==> config.mk <==
export PLATFORM = sky130hd
export DESIGN_NAME = soc_ctrl
export DESIGN_NICKNAME = d
export VERILOG_FILES = /design/src/rtl/soc_pkg.sv /design/src/rtl/soc_ctrl.sv
export SDC_FILE = /design/constraint.sdc
export NUM_CORES = 1
export LEC_CHECK = 0
export BUFFER_PORTS_ARGS = -buffer_cell sky130_fd_sc_hd__buf_2
export CORE_MARGIN = 8
export CORE_UTILIZATION = 25
export CTS_BUF_LIST = sky130_fd_sc_hd__clkbuf_8
export CTS_CLUSTER_SIZE = 25
export DETAILED_ROUTE_END_ITERATION = 16
export SYNTH_ARGS = -nofsm -noshare
export SYNTH_HDL_FRONTEND = slang
export SYNTH_SLANG_ARGS = --single-unit
==> constraint.sdc <==
create_clock -name clk -period 1.4 [get_ports clk]
set_clock_uncertainty 0.15 [all_clocks]
set_input_delay 0.28 -clock clk [delete_from_list [all_inputs] [get_ports clk]]
set_output_delay 0.28 -clock clk [all_outputs]
set_load 0.05 [all_outputs]
==> src/rtl/soc_pkg.sv <==
// shared types, constants and helper functions of the orbit camera
// used by every module of the block, no dependencies
package soc_pkg;

	localparam int DATA_W      = 32;
	localparam int NUM_CFG     = 6;
	localparam int CFG_IDX_W   = 3;
	localparam int ACT_W       = 3;
	localparam int OUT_TDATA_W = 296;
	localparam int ANG_W       = 35;  // angle in units of 2^-24 degree
	localparam int XY_W        = 34;  // cordic vector, q2.30 with headroom
	localparam int MUL_W       = 34;
	localparam int D_W         = 36;  // scaled offset
	localparam int SUM_W       = 38;
	localparam int ANG_FRAC    = 24;
	localparam int TABLE_LEN   = 30;
	localparam int STEP_W      = 5;

	localparam logic signed [XY_W-1:0]  CORDIC_GAIN = 34'sd652032874;
	localparam logic signed [ANG_W-1:0] ANG_90      = 35'sd1509949440;
	localparam logic signed [ANG_W-1:0] ANG_180     = 35'sd3019898880;
	localparam logic signed [ANG_W-1:0] ANG_360     = 35'sd6039797760;

	typedef enum logic [ACT_W-1:0] {
		ACT_PLACE      = 3'd0,
		ACT_DOLLY      = 3'd1,
		ACT_ORBIT_AZ   = 3'd2,
		ACT_ORBIT_POL  = 3'd3,
		ACT_PIVOT_RAD  = 3'd4,
		ACT_PIVOT_AZ   = 3'd5,
		ACT_PIVOT_POL  = 3'd6,
		ACT_FORWARD    = 3'd7
	} action_t;

	typedef enum logic [CFG_IDX_W-1:0] {
		CFG_RADIUS   = 3'd0,
		CFG_AZIMUTH  = 3'd1,
		CFG_POLAR    = 3'd2,
		CFG_TARGET_X = 3'd3,
		CFG_TARGET_Y = 3'd4,
		CFG_TARGET_Z = 3'd5
	} cfg_reg_t;

	typedef enum logic [2:0] {
		MUL_U0,
		MUL_U1,
		MUL_D0,
		MUL_D1,
		MUL_D2
	} mul_step_t;

	typedef enum logic [3:0] {
		S_IDLE,
		S_APPLY,
		S_TRIG_AZ,
		S_WAIT_AZ,
		S_TRIG_POL,
		S_WAIT_POL,
		S_MUL_U0,
		S_MUL_U1,
		S_MUL_D0,
		S_MUL_D1,
		S_MUL_D2,
		S_UPDATE,
		S_OUT
	} ctrl_state_t;

	typedef enum logic [1:0] {
		T_IDLE,
		T_MOD,
		T_PREP,
		T_ROT
	} trig_phase_t;

	typedef struct packed {
		logic      capture;
		logic      apply;
		logic      trig_start;
		logic      trig_sel;   // 0 azimuth, 1 polar
		logic      mul_en;
		mul_step_t mul_step;
		logic      update;
		logic      out_load;
	} dp_cmd_t;

	typedef struct packed {
		logic trig_done;
	} dp_status_t;

	// atan(2^-i) in units of 2^-24 degree
	function automatic logic signed [ANG_W-1:0] atan_deg(input logic [STEP_W-1:0] i);
		logic signed [ANG_W-1:0] r;
		unique case (i)
			5'd0:  r = 35'sd754974720;
			5'd1:  r = 35'sd445687602;
			5'd2:  r = 35'sd235489089;
			5'd3:  r = 35'sd119537938;
			5'd4:  r = 35'sd60000935;
			5'd5:  r = 35'sd30029717;
			5'd6:  r = 35'sd15018523;
			5'd7:  r = 35'sd7509719;
			5'd8:  r = 35'sd3754917;
			5'd9:  r = 35'sd1877466;
			5'd10: r = 35'sd938734;
			5'd11: r = 35'sd469367;
			5'd12: r = 35'sd234684;
			5'd13: r = 35'sd117342;
			5'd14: r = 35'sd58671;
			5'd15: r = 35'sd29335;
			5'd16: r = 35'sd14668;
			5'd17: r = 35'sd7334;
			5'd18: r = 35'sd3667;
			5'd19: r = 35'sd1833;
			5'd20: r = 35'sd917;
			5'd21: r = 35'sd458;
			5'd22: r = 35'sd229;
			5'd23: r = 35'sd115;
			5'd24: r = 35'sd57;
			5'd25: r = 35'sd29;
			5'd26: r = 35'sd14;
			5'd27: r = 35'sd7;
			5'd28: r = 35'sd4;
			5'd29: r = 35'sd2;
			default: r = '0;
		endcase
		return r;
	endfunction

	function automatic logic signed [DATA_W-1:0] sat32(input logic signed [SUM_W-1:0] v);
		logic signed [DATA_W-1:0] r;
		if (v > 38'sd2147483647) begin
			r = 32'sh7fffffff;
		end else if (v < -38'sd2147483648) begin
			r = 32'sh80000000;
		end else begin
			r = v[DATA_W-1:0];
		end
		return r;
	endfunction

	function automatic logic clips(input logic signed [SUM_W-1:0] v);
		logic signed [SUM_W-1:0] e;
		e = SUM_W'(signed'(v[DATA_W-1:0]));
		return e != v;
	endfunction

endpackage

==> src/rtl/soc_ctrl.sv <==
// controller state machine: sequences trig runs, multiplies and the update,
// owns the stream handshakes; depends on soc_pkg
module soc_ctrl (
	input  logic                clk,
	input  logic                arst_n,
	input  logic                in_valid,
	output logic                in_ready,
	output logic                out_valid,
	input  logic                out_ready,
	input  soc_pkg::dp_status_t status,
	output soc_pkg::dp_cmd_t    cmd
);

	soc_pkg::ctrl_state_t state_q, state_nx;
	logic                 out_valid_q;
	logic                 slot_free;

	assign slot_free = !out_valid_q || out_ready;

	always_comb begin
		state_nx = state_q;
		unique case (state_q)
			soc_pkg::S_IDLE:     if (in_valid) state_nx = soc_pkg::S_APPLY;
			soc_pkg::S_APPLY:    state_nx = soc_pkg::S_TRIG_AZ;
			soc_pkg::S_TRIG_AZ:  state_nx = soc_pkg::S_WAIT_AZ;
			soc_pkg::S_WAIT_AZ:  if (status.trig_done) state_nx = soc_pkg::S_TRIG_POL;
			soc_pkg::S_TRIG_POL: state_nx = soc_pkg::S_WAIT_POL;
			soc_pkg::S_WAIT_POL: if (status.trig_done) state_nx = soc_pkg::S_MUL_U0;
			soc_pkg::S_MUL_U0:   state_nx = soc_pkg::S_MUL_U1;
			soc_pkg::S_MUL_U1:   state_nx = soc_pkg::S_MUL_D0;
			soc_pkg::S_MUL_D0:   state_nx = soc_pkg::S_MUL_D1;
			soc_pkg::S_MUL_D1:   state_nx = soc_pkg::S_MUL_D2;
			soc_pkg::S_MUL_D2:   state_nx = soc_pkg::S_UPDATE;
			soc_pkg::S_UPDATE:   state_nx = soc_pkg::S_OUT;
			soc_pkg::S_OUT:      if (slot_free) state_nx = soc_pkg::S_IDLE;
			default:             state_nx = soc_pkg::S_IDLE;
		endcase
	end

	always_comb begin
		cmd          = '0;
		cmd.mul_step = soc_pkg::MUL_U0;
		in_ready     = 1'b0;
		unique case (state_q)
			soc_pkg::S_IDLE: begin
				in_ready    = 1'b1;
				cmd.capture = in_valid;
			end
			soc_pkg::S_APPLY:    cmd.apply = 1'b1;
			soc_pkg::S_TRIG_AZ:  cmd.trig_start = 1'b1;
			soc_pkg::S_WAIT_AZ:  ;
			soc_pkg::S_TRIG_POL: begin
				cmd.trig_start = 1'b1;
				cmd.trig_sel   = 1'b1;
			end
			soc_pkg::S_WAIT_POL: cmd.trig_sel = 1'b1;
			soc_pkg::S_MUL_U0: begin cmd.mul_en = 1'b1; cmd.mul_step = soc_pkg::MUL_U0; end
			soc_pkg::S_MUL_U1: begin cmd.mul_en = 1'b1; cmd.mul_step = soc_pkg::MUL_U1; end
			soc_pkg::S_MUL_D0: begin cmd.mul_en = 1'b1; cmd.mul_step = soc_pkg::MUL_D0; end
			soc_pkg::S_MUL_D1: begin cmd.mul_en = 1'b1; cmd.mul_step = soc_pkg::MUL_D1; end
			soc_pkg::S_MUL_D2: begin cmd.mul_en = 1'b1; cmd.mul_step = soc_pkg::MUL_D2; end
			soc_pkg::S_UPDATE: cmd.update = 1'b1;
			soc_pkg::S_OUT:    cmd.out_load = slot_free;
			default: ;
		endcase
	end

	always_ff @(posedge clk or negedge arst_n) begin
		if (!arst_n) begin
			state_q     <= soc_pkg::S_IDLE;
			out_valid_q <= 1'b0;
		end else begin
			state_q <= state_nx;
			if (cmd.out_load) begin
				out_valid_q <= 1'b1;
			end else if (out_ready) begin
				out_valid_q <= 1'b0;
			end
		end
	end

	assign out_valid = out_valid_q;

endmodule

==> run_results.csv, run 1 <==
group,metric,value,unit
status,status,"finished, violations left",
status,violations,"negative setup slack",
routing,drtIter0Drc,0,
critical_path,r2r_slack,-0.28,ns
floorplanning,coreArea,1506,um^2
synthesis,ys_seq_elements,5,
final_layout,synthToLayoutAreaGrowth,137.1,%
final_layout,utilization,63.21,%
clock_network,insertion_delay,0.23,ns
final_layout,nets,90,
power_and_ir_drop,leakage,0.4008,nW
critical_path,path_depth,3,
global_route,grt_pass1_wl,2263,um
floorplanning,die_w,56.08,um
critical_path,worstPathMaxFanout,6,
floorplanning,die_y,56.08,um
synthesis,muxShareOfSynthArea,0,%
min_path,min-delay-start,"out_ready",
routing,postRouteAntennaNets,0,
synthesis,synth_top_family_by_area,"simple AND/OR/NAND/NOR gates",
synthesis,yosysTopAreaCell,"dfrtp_1",
global_route,grt_max_degree,13,
synthesis,synthAdderAreaFrac,0,%
synthesis,ys_warn_count,0,
critical_path,crit_path_max_incr_delay,0.45,ns
critical_path,cp_top_family,"flip-flops",
clock_network,cts_buffers,3,
power_and_ir_drop,vdd_drop_max,1265,uV
sta,drv_slew,0,
job,drv_cap,0,
critical_path,path_buf_inv,2,
synthesis,synth.yosys.seq_area_share,31.15,%
critical_path,worst-setup-path-type,"reg -> out",
sta,slew_headroom,81.98,%
global_route,grt_use_total,8.913,%
sta,tightest_slew,0.2697,ns
final_layout,multiInputGateArea,382.9,um^2
routing,route.detailed.drc,0,
synthesis,synth_xor_area_share,2.181,%
synthesis,synthSimpleGateAreaFrac,35.20,%
sta,layout_min_cycle_time,1.758,ns
global_route,antenna_found_initial,0,
critical_path,required,0.97,ns
synthesis,synth_nets,53,
placed_design,routabilityCongestion,0.8099,
final_layout,seq_area,131.4,um^2
sta,finalCritPeriodShare,125.5,%
final_layout,drive_above_1_share,75.00,%
global_route,grt_overflow_total,0,
floorplanning,rows,14,
routing,first_pass_iters,1,
final_layout,final_cell_mix,"buf_6, buf_4, dfrtp_2",
clock_network,clock_sinks,5,
final_layout,final_common_cell,"buf_6",
min_path,hold_depth,3,
final_layout,diodes,0,
clock_network,clk_path_buf_depth,2,
routing,wl,1429,um
routing,routed_via_density,5.060,
floorplanning,start_util,26.66,%
power_and_ir_drop,pwr_density_cell,2851,nW/um^2
critical_path,end_kind,"primary output",
clock_network,clkTransAtPathRegs,0.04,ns
sta,timing.final.hold_violations,0,
critical_path,ff2ff_path_depth,6,
floorplanning,pin_count,17,
global_route,grt_pass1_vias,526,
clock_network,cts_tree,"built",
critical_path,reg2reg_from,"state_q[1]",
routing,vias,506,
synthesis,netlist.area_leader.share,31.15,%
sta,fmax,569.0,MHz
sta,rsz0062_at_grt,"true",
floorplanning,die_area,3145,um^2
final_layout,fillers,121,
sta,worst_slack,-0.3576,ns
clock_network,cts-root-buf,"clkbuf_8",
synthesis,syn_area,401.6,um^2
clock_network,h-tree-depth,1,
placed_design,dp_slack,-0.2220,ns
critical_path,worstPathCellList,"buf_6, nor4b_4, buf_6",
min_path,hold_path_end,"out_valid",
sta,setup_viol,13,
synthesis,ys_types,25,
synthesis,synth_compound_area_share,25.23,%
critical_path,cp.arrival,1.33,ns
critical_path,start_kind,"flip-flop",
synthesis,synth_area_leaders,"dfrtp_1, buf_2, o21a_1, and2_1, nand2b_1",
critical_path,rr_endpoint,"state_q[0]",
critical_path,slowest_stage,"dfrtp_2",
synthesis,syn_inst,48,
min_path,worst_hold_path_type,"in -> reg",
routing,wl_per_cell,14.29,um
critical_path,cpMostUsedCell,"buf_6",
placed_design,dpl.hpwl,934.6,um
placed_design,portBuffers,16,
synthesis,avgSynthCellArea,8.367,um^2
[worst reg2reg max path, stage by stage, from the launching register on]
cell	delay (ns)
dfrtp_2	0.45
buf_6	0.15
buf_6	0.11
buf_6	0.11
a21o_1	0.21
a221oi_2	0.27
o21a_1	0.16
[cell type report]
type                            instances  share of cell area [%]
Multi-Input combinational cell         38                   40.21
Timing Repair Buffer                   37                   39.16
Sequential cell                         5                   13.80
Clock buffer                            3                   4.336
Tap cell                               16                   2.102
Clock inverter                          1                  0.3942
[per-layer routing]
layer / GRT usage, % / share of wire [%]
met1: 9.068 / 40
met2: 14.26 / 50
met3: 2.055 / 5.0
met4: 8.935 / 4.8
met5: 0 / 0
[cell usage after synthesis]
cell	count
a221oi_1	1
a22o_1	1
or2_0	1
o21ai_0	3
buf_2	5
o21ai_1	1
nand3b_1	1
o221ai_1	1
nor4b_1	1
a31oi_1	2
nor2b_1	3
nor3b_1	2
and2_1	3
nand2_1	1
a21boi_0	1
or2_4	1
xnor2_1	1
nor4_2	1
nand2b_1	3
dfrtp_1	5
a21oi_1	1
nor2_1	2
o21a_1	3
nor3_1	3
a21o_1	1
[power breakdown]
part / total [mW] / internal (mW) / switching (mW)
clock network: 0.267 / 0.189 / 0.0784
registers: 0.343 / 0.220 / 0.123
logic: 2.10 / 1.05 / 1.05
total: 2.71 / 1.46 / 1.25
[flip-flops by register name, indices dropped and copies added (netlist names)]
name and cells:
out_valid 1, state_q 4
[kinds of logic (layout without fill, tap and decap cells)]
family	Yosys count	after routing
compound gates	15	15
xor+xnor	1	1
buf+inv	5	41
flops	5	5
simple gates	22	22
[what timing repair did]
action / CTS / global route
setup buffers: 5 / 1
cloned: 0 / 0
endpoints found under the setup margin: 14 / 15
gates resized for setup: 35 / 15
pin swaps: 4 / 4
endpoints found under the hold margin: 5 / 0
hold buffers: 1 / 0
[worst max path at each step]
stage / slack [ns] / start / end
final: -0.36 / state_q[1] / cmd[8]
after global placement: -0.22 / state_q[1] / cmd[0]
after floorplan: -0.59 / state_q[0] / cmd[9]
after global routing: -0.38 / state_q[1] / cmd[8]
after CTS: -0.34 / state_q[2] / cmd[0]
after detailed placement: -0.22 / state_q[2] / cmd[8]
[metrics by stage]
stage / hold WS, ns / setup TNS, ns / std cells / cell area (um^2) / total power [mW]
after floorplan: -0.1656 / -2.654 / 48 / 525.5 / 1.512
after global placement: -0.05363 / -1.998 / 90 / 698.2 / 1.894
after detailed placement: -0.05246 / -2.181 / 90 / 698.2 / 1.909
after CTS: 0.2383 / -3.753 / 100 / 893.4 / 2.532
after global routing: 0.2816 / -4.178 / 100 / 952.2 / 2.860
final: 0.2408 / -3.636 / 100 / 952.2 / 2.714
No activity file was read; power rests on OpenSTA's default activity.
==> inputs of run 2 (changes only) <==
- CORE_AREA: default -> 8 8 45 47
- CORE_MARGIN: 8 -> default
- CORE_UTILIZATION: 25 -> default
- DIE_AREA: default -> 0 0 53 55
==> run 2 against run 1 <==
The flow still finishes with violations (negative setup slack). Die area decreased by 7.3%. Hold slack better by 0.014 ns. Design area down 0.13%. Non-clock buffer count rose by 4. Register-to-register slack improved by 0.13 ns. Worst setup slack better by 0.033 ns. Via count increased by 2.8%. Core utilization rose by 5.5 points. Sequential power fell by 2%. Cell count grew 4.0%. Critical endpoint unchanged.
==> run_results.csv, run 2 (same netlist as run 1, synthesis figures left out) <==
group,metric,value,unit
sta,setup_viol,14,
routing,top_layer,"met4",
routing,routed_via_density,5.000,
final_layout,synthToLayoutAreaGrowth,136.8,%
clock_network,clkTransAtPathRegs,0.04,ns
floorplanning,start_util,29.02,%
critical_path,r2r_slack,-0.15,ns
routing,route.detailed.drc,0,
critical_path,ff2ff_path_depth,5,
status,violations,"negative setup slack",
final_layout,multiInputGateArea,374.1,um^2
placed_design,routabilityCongestion,0.6954,
floorplanning,die_w,53,um
placed_design,dpl.hpwl,992.1,um
clock_network,cts_tree,"built",
sta,tightest_slew,0.2712,ns
clock_network,insertion_delay,0.23,ns
routing,met1Wirelength,576,um
critical_path,reg2reg_from,"state_q[3]",
global_route,grt_max_degree,9,
critical_path,end_kind,"primary output",
final_layout,fillers,102,
floorplanning,coreArea,1384,um^2
critical_path,required,0.97,ns
sta,worst_slack,-0.3242,ns
routing,drtIter0Drc,8,
min_path,hold_path_end,"out_valid",
routing,wl_met2,737,um
clock_network,clock_sinks,5,
power_and_ir_drop,p_total,2.637,mW
sta,tns,-3.409,ns
power_and_ir_drop,pwr_density_cell,2773,nW/um^2
routing,vias,520,
floorplanning,pin_count,17,
status,status,"finished, violations left",
sta,drv_slew,0,
final_layout,nets,94,
final_layout,final_cell_mix,"buf_6, buf_4, buf_2, dfrtp_2",
routing,wl_per_cell,13.76,um
global_route,antenna_found_initial,0,
routing,dr_wl_met3,79,um
routing,postRouteAntennaNets,0,
min_path,min-delay-start,"out_ready",
global_route,grt_use_total,10.76,%
routing,wl,1431,um
clock_network,clk_path_buf_depth,2,
sta,slew_headroom,81.88,%
clock_network,cts_buffers,3,
min_path,hold_depth,3,
sta,layout_min_cycle_time,1.724,ns
global_route,grt_pass1_wl,2173,um
min_path,worst_hold_path_type,"in -> reg",
power_and_ir_drop,vdd_drop_max,1465,uV
final_layout,diodes,0,
sta,rsz0062_at_grt,"true",
floorplanning,die_area,2915,um^2
final_layout,largest_reg_flops,4,
job,drv_cap,0,
critical_path,start_kind,"flip-flop",
floorplanning,rows,14,
critical_path,worstPathMaxFanout,5,
final_layout,drive_above_1_share,76.14,%
critical_path,worst-setup-path-type,"reg -> out",
placed_design,portBuffers,16,
final_layout,regMostFlops,"state_q",
clock_network,cts-root-buf,"clkbuf_8",
sta,timing.final.hold_violations,0,
sta,finalCritPeriodShare,123.2,%
critical_path,rr_endpoint,"state_q[0]",
critical_path,cp.arrival,1.29,ns
final_layout,seq_area,131.4,um^2
global_route,grt_overflow_total,0,
global_route,grt_pass1_vias,495,
routing,first_pass_iters,4,
floorplanning,die_y,55,um
power_and_ir_drop,leakage,0.4154,nW
clock_network,h-tree-depth,1,
sta,fmax,580.0,MHz
-- run 2: metrics by stage --
step           cell area [um^2]  std cells  util, %  hold WS (ns)  worst slack (ns)
3_3_place_gp              715.7         94    51.72      -0.05383           -0.2029
6_report                  950.9        104    68.72        0.2550           -0.3242
3_5_place_dp              715.7         94    51.72      -0.05315           -0.2096
5_1_grt                   950.9        104    68.72        0.2710           -0.3760
2_1_floorplan             525.5         48        -       -0.1656           -0.5925
4_1_cts                   914.6        102    66.09        0.2465           -0.3438
-- run 2: area by class of cell --
type / count / share of cell area (%)
clock inverters: 1 / 0.3947
multi-input cells: 38 / 39.34
clock buffers: 3 / 4.342
repair buffers: 41 / 40.00
well taps: 16 / 2.105
flip-flops and latches: 5 / 13.82
-- run 2: worst max-delay path by stage --
stage                    start     end  slack (ns)  depth (start not counted)
finish              state_q[2]  cmd[8]       -0.32                          3
CTS                 state_q[2]  cmd[8]       -0.34                          3
global route        state_q[3]  cmd[9]       -0.38                          4
floorplan           state_q[0]  cmd[9]       -0.59                          3
global placement    state_q[2]  cmd[9]       -0.20                          3
detailed placement  state_q[2]  cmd[9]       -0.21                          3
-- run 2: layer usage --
metal | GRT usage (%) | up-vias
li1 | - | 254
met1 | 11.54 | 242
met2 | 17.38 | 18
met3 | 2.941 | 6
met4 | 9.052 | 0
met5 | 0 | -
-- run 2: repair_timing --
action / 4_1_cts / 5_1_grt
endpoints found under the hold margin: 5 / 0
pin swaps: 7 / 4
hold buffers: 1 / 0
setup endpoints to repair: 14 / 16
gates resized for setup: 38 / 9
setup buffers: 3 / 4
-- run 2: critical path: stages, from the launching register on --
cell	delay [ns]
dfrtp_2	0.44
buf_4	0.17
nor4b_4	0.27
buf_6	0.19
-- run 2: report_power, final --
group | internal (mW) | total [mW] | switching (mW)
combinational | 1.01 | 2.03 | 1.03
clock | 0.189 | 0.269 | 0.0800
sequential | 0.220 | 0.335 | 0.114
==> inputs of run 3 (changes only) <==
- HOLD_SLACK_MARGIN: default -> 0.03
- clock period: 1.4 -> 1.8 ns (I/O delays scaled with it)
==> run 3 against run 2 <==
The run still ends with negative setup slack left. Clock power fell by 26%. Clock-buffer cell count did not move. Highest routed layer unchanged. Global-route usage fell by 1.4 points. Sequential cell count did not move. Die area did not move. Via count fell by 10%.
==> run_results.csv, run 3 (same netlist as run 1, synthesis figures left out) <==
group,metric,value,unit
placed_design,routabilityCongestion,0.7162,
clock_network,cts_buffers,3,
placed_design,placed_cell_area,590.6,um^2
floorplanning,die_w,53,um
final_layout,multiInputGateArea,320.3,um^2
clock_network,clkTransAtPathRegs,0.04,ns
clock_network,cts-root-buf,"clkbuf_8",
clock_network,clk_path_buf_depth,2,
floorplanning,die_area,2915,um^2
final_layout,fillers,128,
global_route,grt_overflow_total,0,
sta,worst_slack,-0.02832,ns
power_and_ir_drop,vdd_drop_max,918.2,uV
global_route,grt_pass1_vias,509,
sta,fmax,547.0,MHz
final_layout,layout.cells.non_filler,92,
critical_path,ff2ff_path_depth,5,
status,status,"finished, violations left",
critical_path,r2r_slack,0.21,ns
routing,first_pass_iters,4,
status,violations,"negative setup slack",
placed_design,dpl.hpwl,856.4,um
final_layout,final_cell_mix,"buf_4, buf_6, buf_2",
final_layout,seq_area,130.1,um^2
global_route,grt_max_degree,12,
power_and_ir_drop,leakage,0.3295,nW
routing,drtIter0Drc,1,
routing,wl,1189,um
final_layout,synthToLayoutAreaGrowth,88.79,%
floorplanning,pin_count,17,
final_layout,utilization,54.79,%
clock_network,cts_tree,"built",
final_layout,final_common_cell,"buf_4",
sta,rsz0062_at_grt,"true",
floorplanning,rows,14,
critical_path,start_kind,"flip-flop",
sta,setup_viol,2,
min_path,worst_hold_path_type,"in -> async",
routing,route.detailed.drc,0,
critical_path,worst-setup-path-type,"reg -> out",
power_and_ir_drop,p_total,1.692,mW
placed_design,portBuffers,16,
final_layout,nets,82,
critical_path,worstPathMaxFanout,7,
placed_design,place_inst,82,
routing,postRouteAntennaNets,0,
critical_path,end_kind,"primary output",
floorplanning,die_y,55,um
job,drv_cap,0,
sta,slew_headroom,82.89,%
final_layout,largest_reg_flops,4,
final_layout,regMostFlops,"state_q",
critical_path,cp.arrival,1.32,ns
floorplanning,start_util,29.02,%
global_route,grt_pass1_wl,2035,um
routing,routed_via_density,5.087,
power_and_ir_drop,pwr_density_cell,2232,nW/um^2
global_route,grt_use_total,9.375,%
sta,tightest_slew,0.2561,ns
routing,wl_per_cell,12.92,um
clock_network,clock_sinks,5,
sta,finalCritPeriodShare,101.6,%
routing,vias,468,
clock_network,insertion_delay,0.22,ns
sta,holdWs,0.3317,ns
final_layout,drive_above_1_share,61.84,%
global_route,antenna_found_initial,0,
clock_network,h-tree-depth,1,
floorplanning,coreArea,1384,um^2
final_layout,diodes,0,
critical_path,required,1.29,ns
sta,drv_slew,0,
final_layout,design_area,758.2,um^2
sta,timing.final.hold_violations,0,
sta,layout_min_cycle_time,1.828,ns
-- run 3: cell types whose count changed in the layout (fill, tap and decap cells not counted), sizes merged --
cell,before,now
buf,40,26
clkbuf,3,5
-- run 3: worst max-delay path, stage by stage (launching register included) --
cell and delay [ns]:
dfrtp_2 0.46, buf_6 0.16, xnor2_1 0.12, nor3_2 0.16, buf_6 0.19
-- run 3: stage by stage --
stage                     worst slack, ns  TNS (ns)
after detailed placement          0.05741         0
final                            -0.02832  -0.03374
after global placement            0.07443         0
after CTS                        0.001015         0
after floorplan                   -0.2726   -0.6700
after global routing             -0.08427   -0.3286
-- run 3: power breakdown --
part | total, mW | switching, mW | internal (mW) | leakage, nW
Clock | 0.200 | 0.0537 | 0.146 | 0.0269
Sequential | 0.267 | 0.0961 | 0.171 | 0.0575
Combinational | 1.23 | 0.679 | 0.546 | 0.245
-- run 3: layout make-up --
type                       instances  share of cell area, %
clock buffer                       3                  5.446
multi-input combinational         38                  42.24
tap                               16                  2.640
sequential                         5                  17.16
clock inverter                     1                 0.4950
timing repair buffer              29                  32.01
-- run 3: worst paths after layout --
path | to | start
min in group clk | out_valid | out_ready
max | cmd[7] | state_q[1]
max in group asynchronous | state_q[2] | arst_n
max reg2reg | state_q[0] | state_q[0]
min | state_q[3] | arst_n
min reg2reg | out_valid | out_valid
-- run 3: metal layers --
| metal | up-vias | track usage [%] | share of wire, % | wire [um] |
|---|---|---|---|---|
| met3 | 2 | 1.604 | 5.7 | 68 |
| met5 | - | 0 | 0 | 0 |
| li1 | 232 | - | - | - |
| met4 | 0 | 7.759 | 1.6 | 19 |
| met2 | 13 | 17.19 | 54 | 648 |
| met1 | 221 | 9.049 | 38 | 453 |
-- run 3: repair_timing --
| item | 4_1_cts | 5_1_grt |
|---|---|---|
| pin swaps | 4 | 1 |
| gates resized for setup | 20 | 9 |
| hold buffers | 1 | 0 |
| setup endpoints to repair | 11 | 10 |
| endpoints found under the hold margin | 5 | 0 |
| buffers inserted | 4 | 1 |
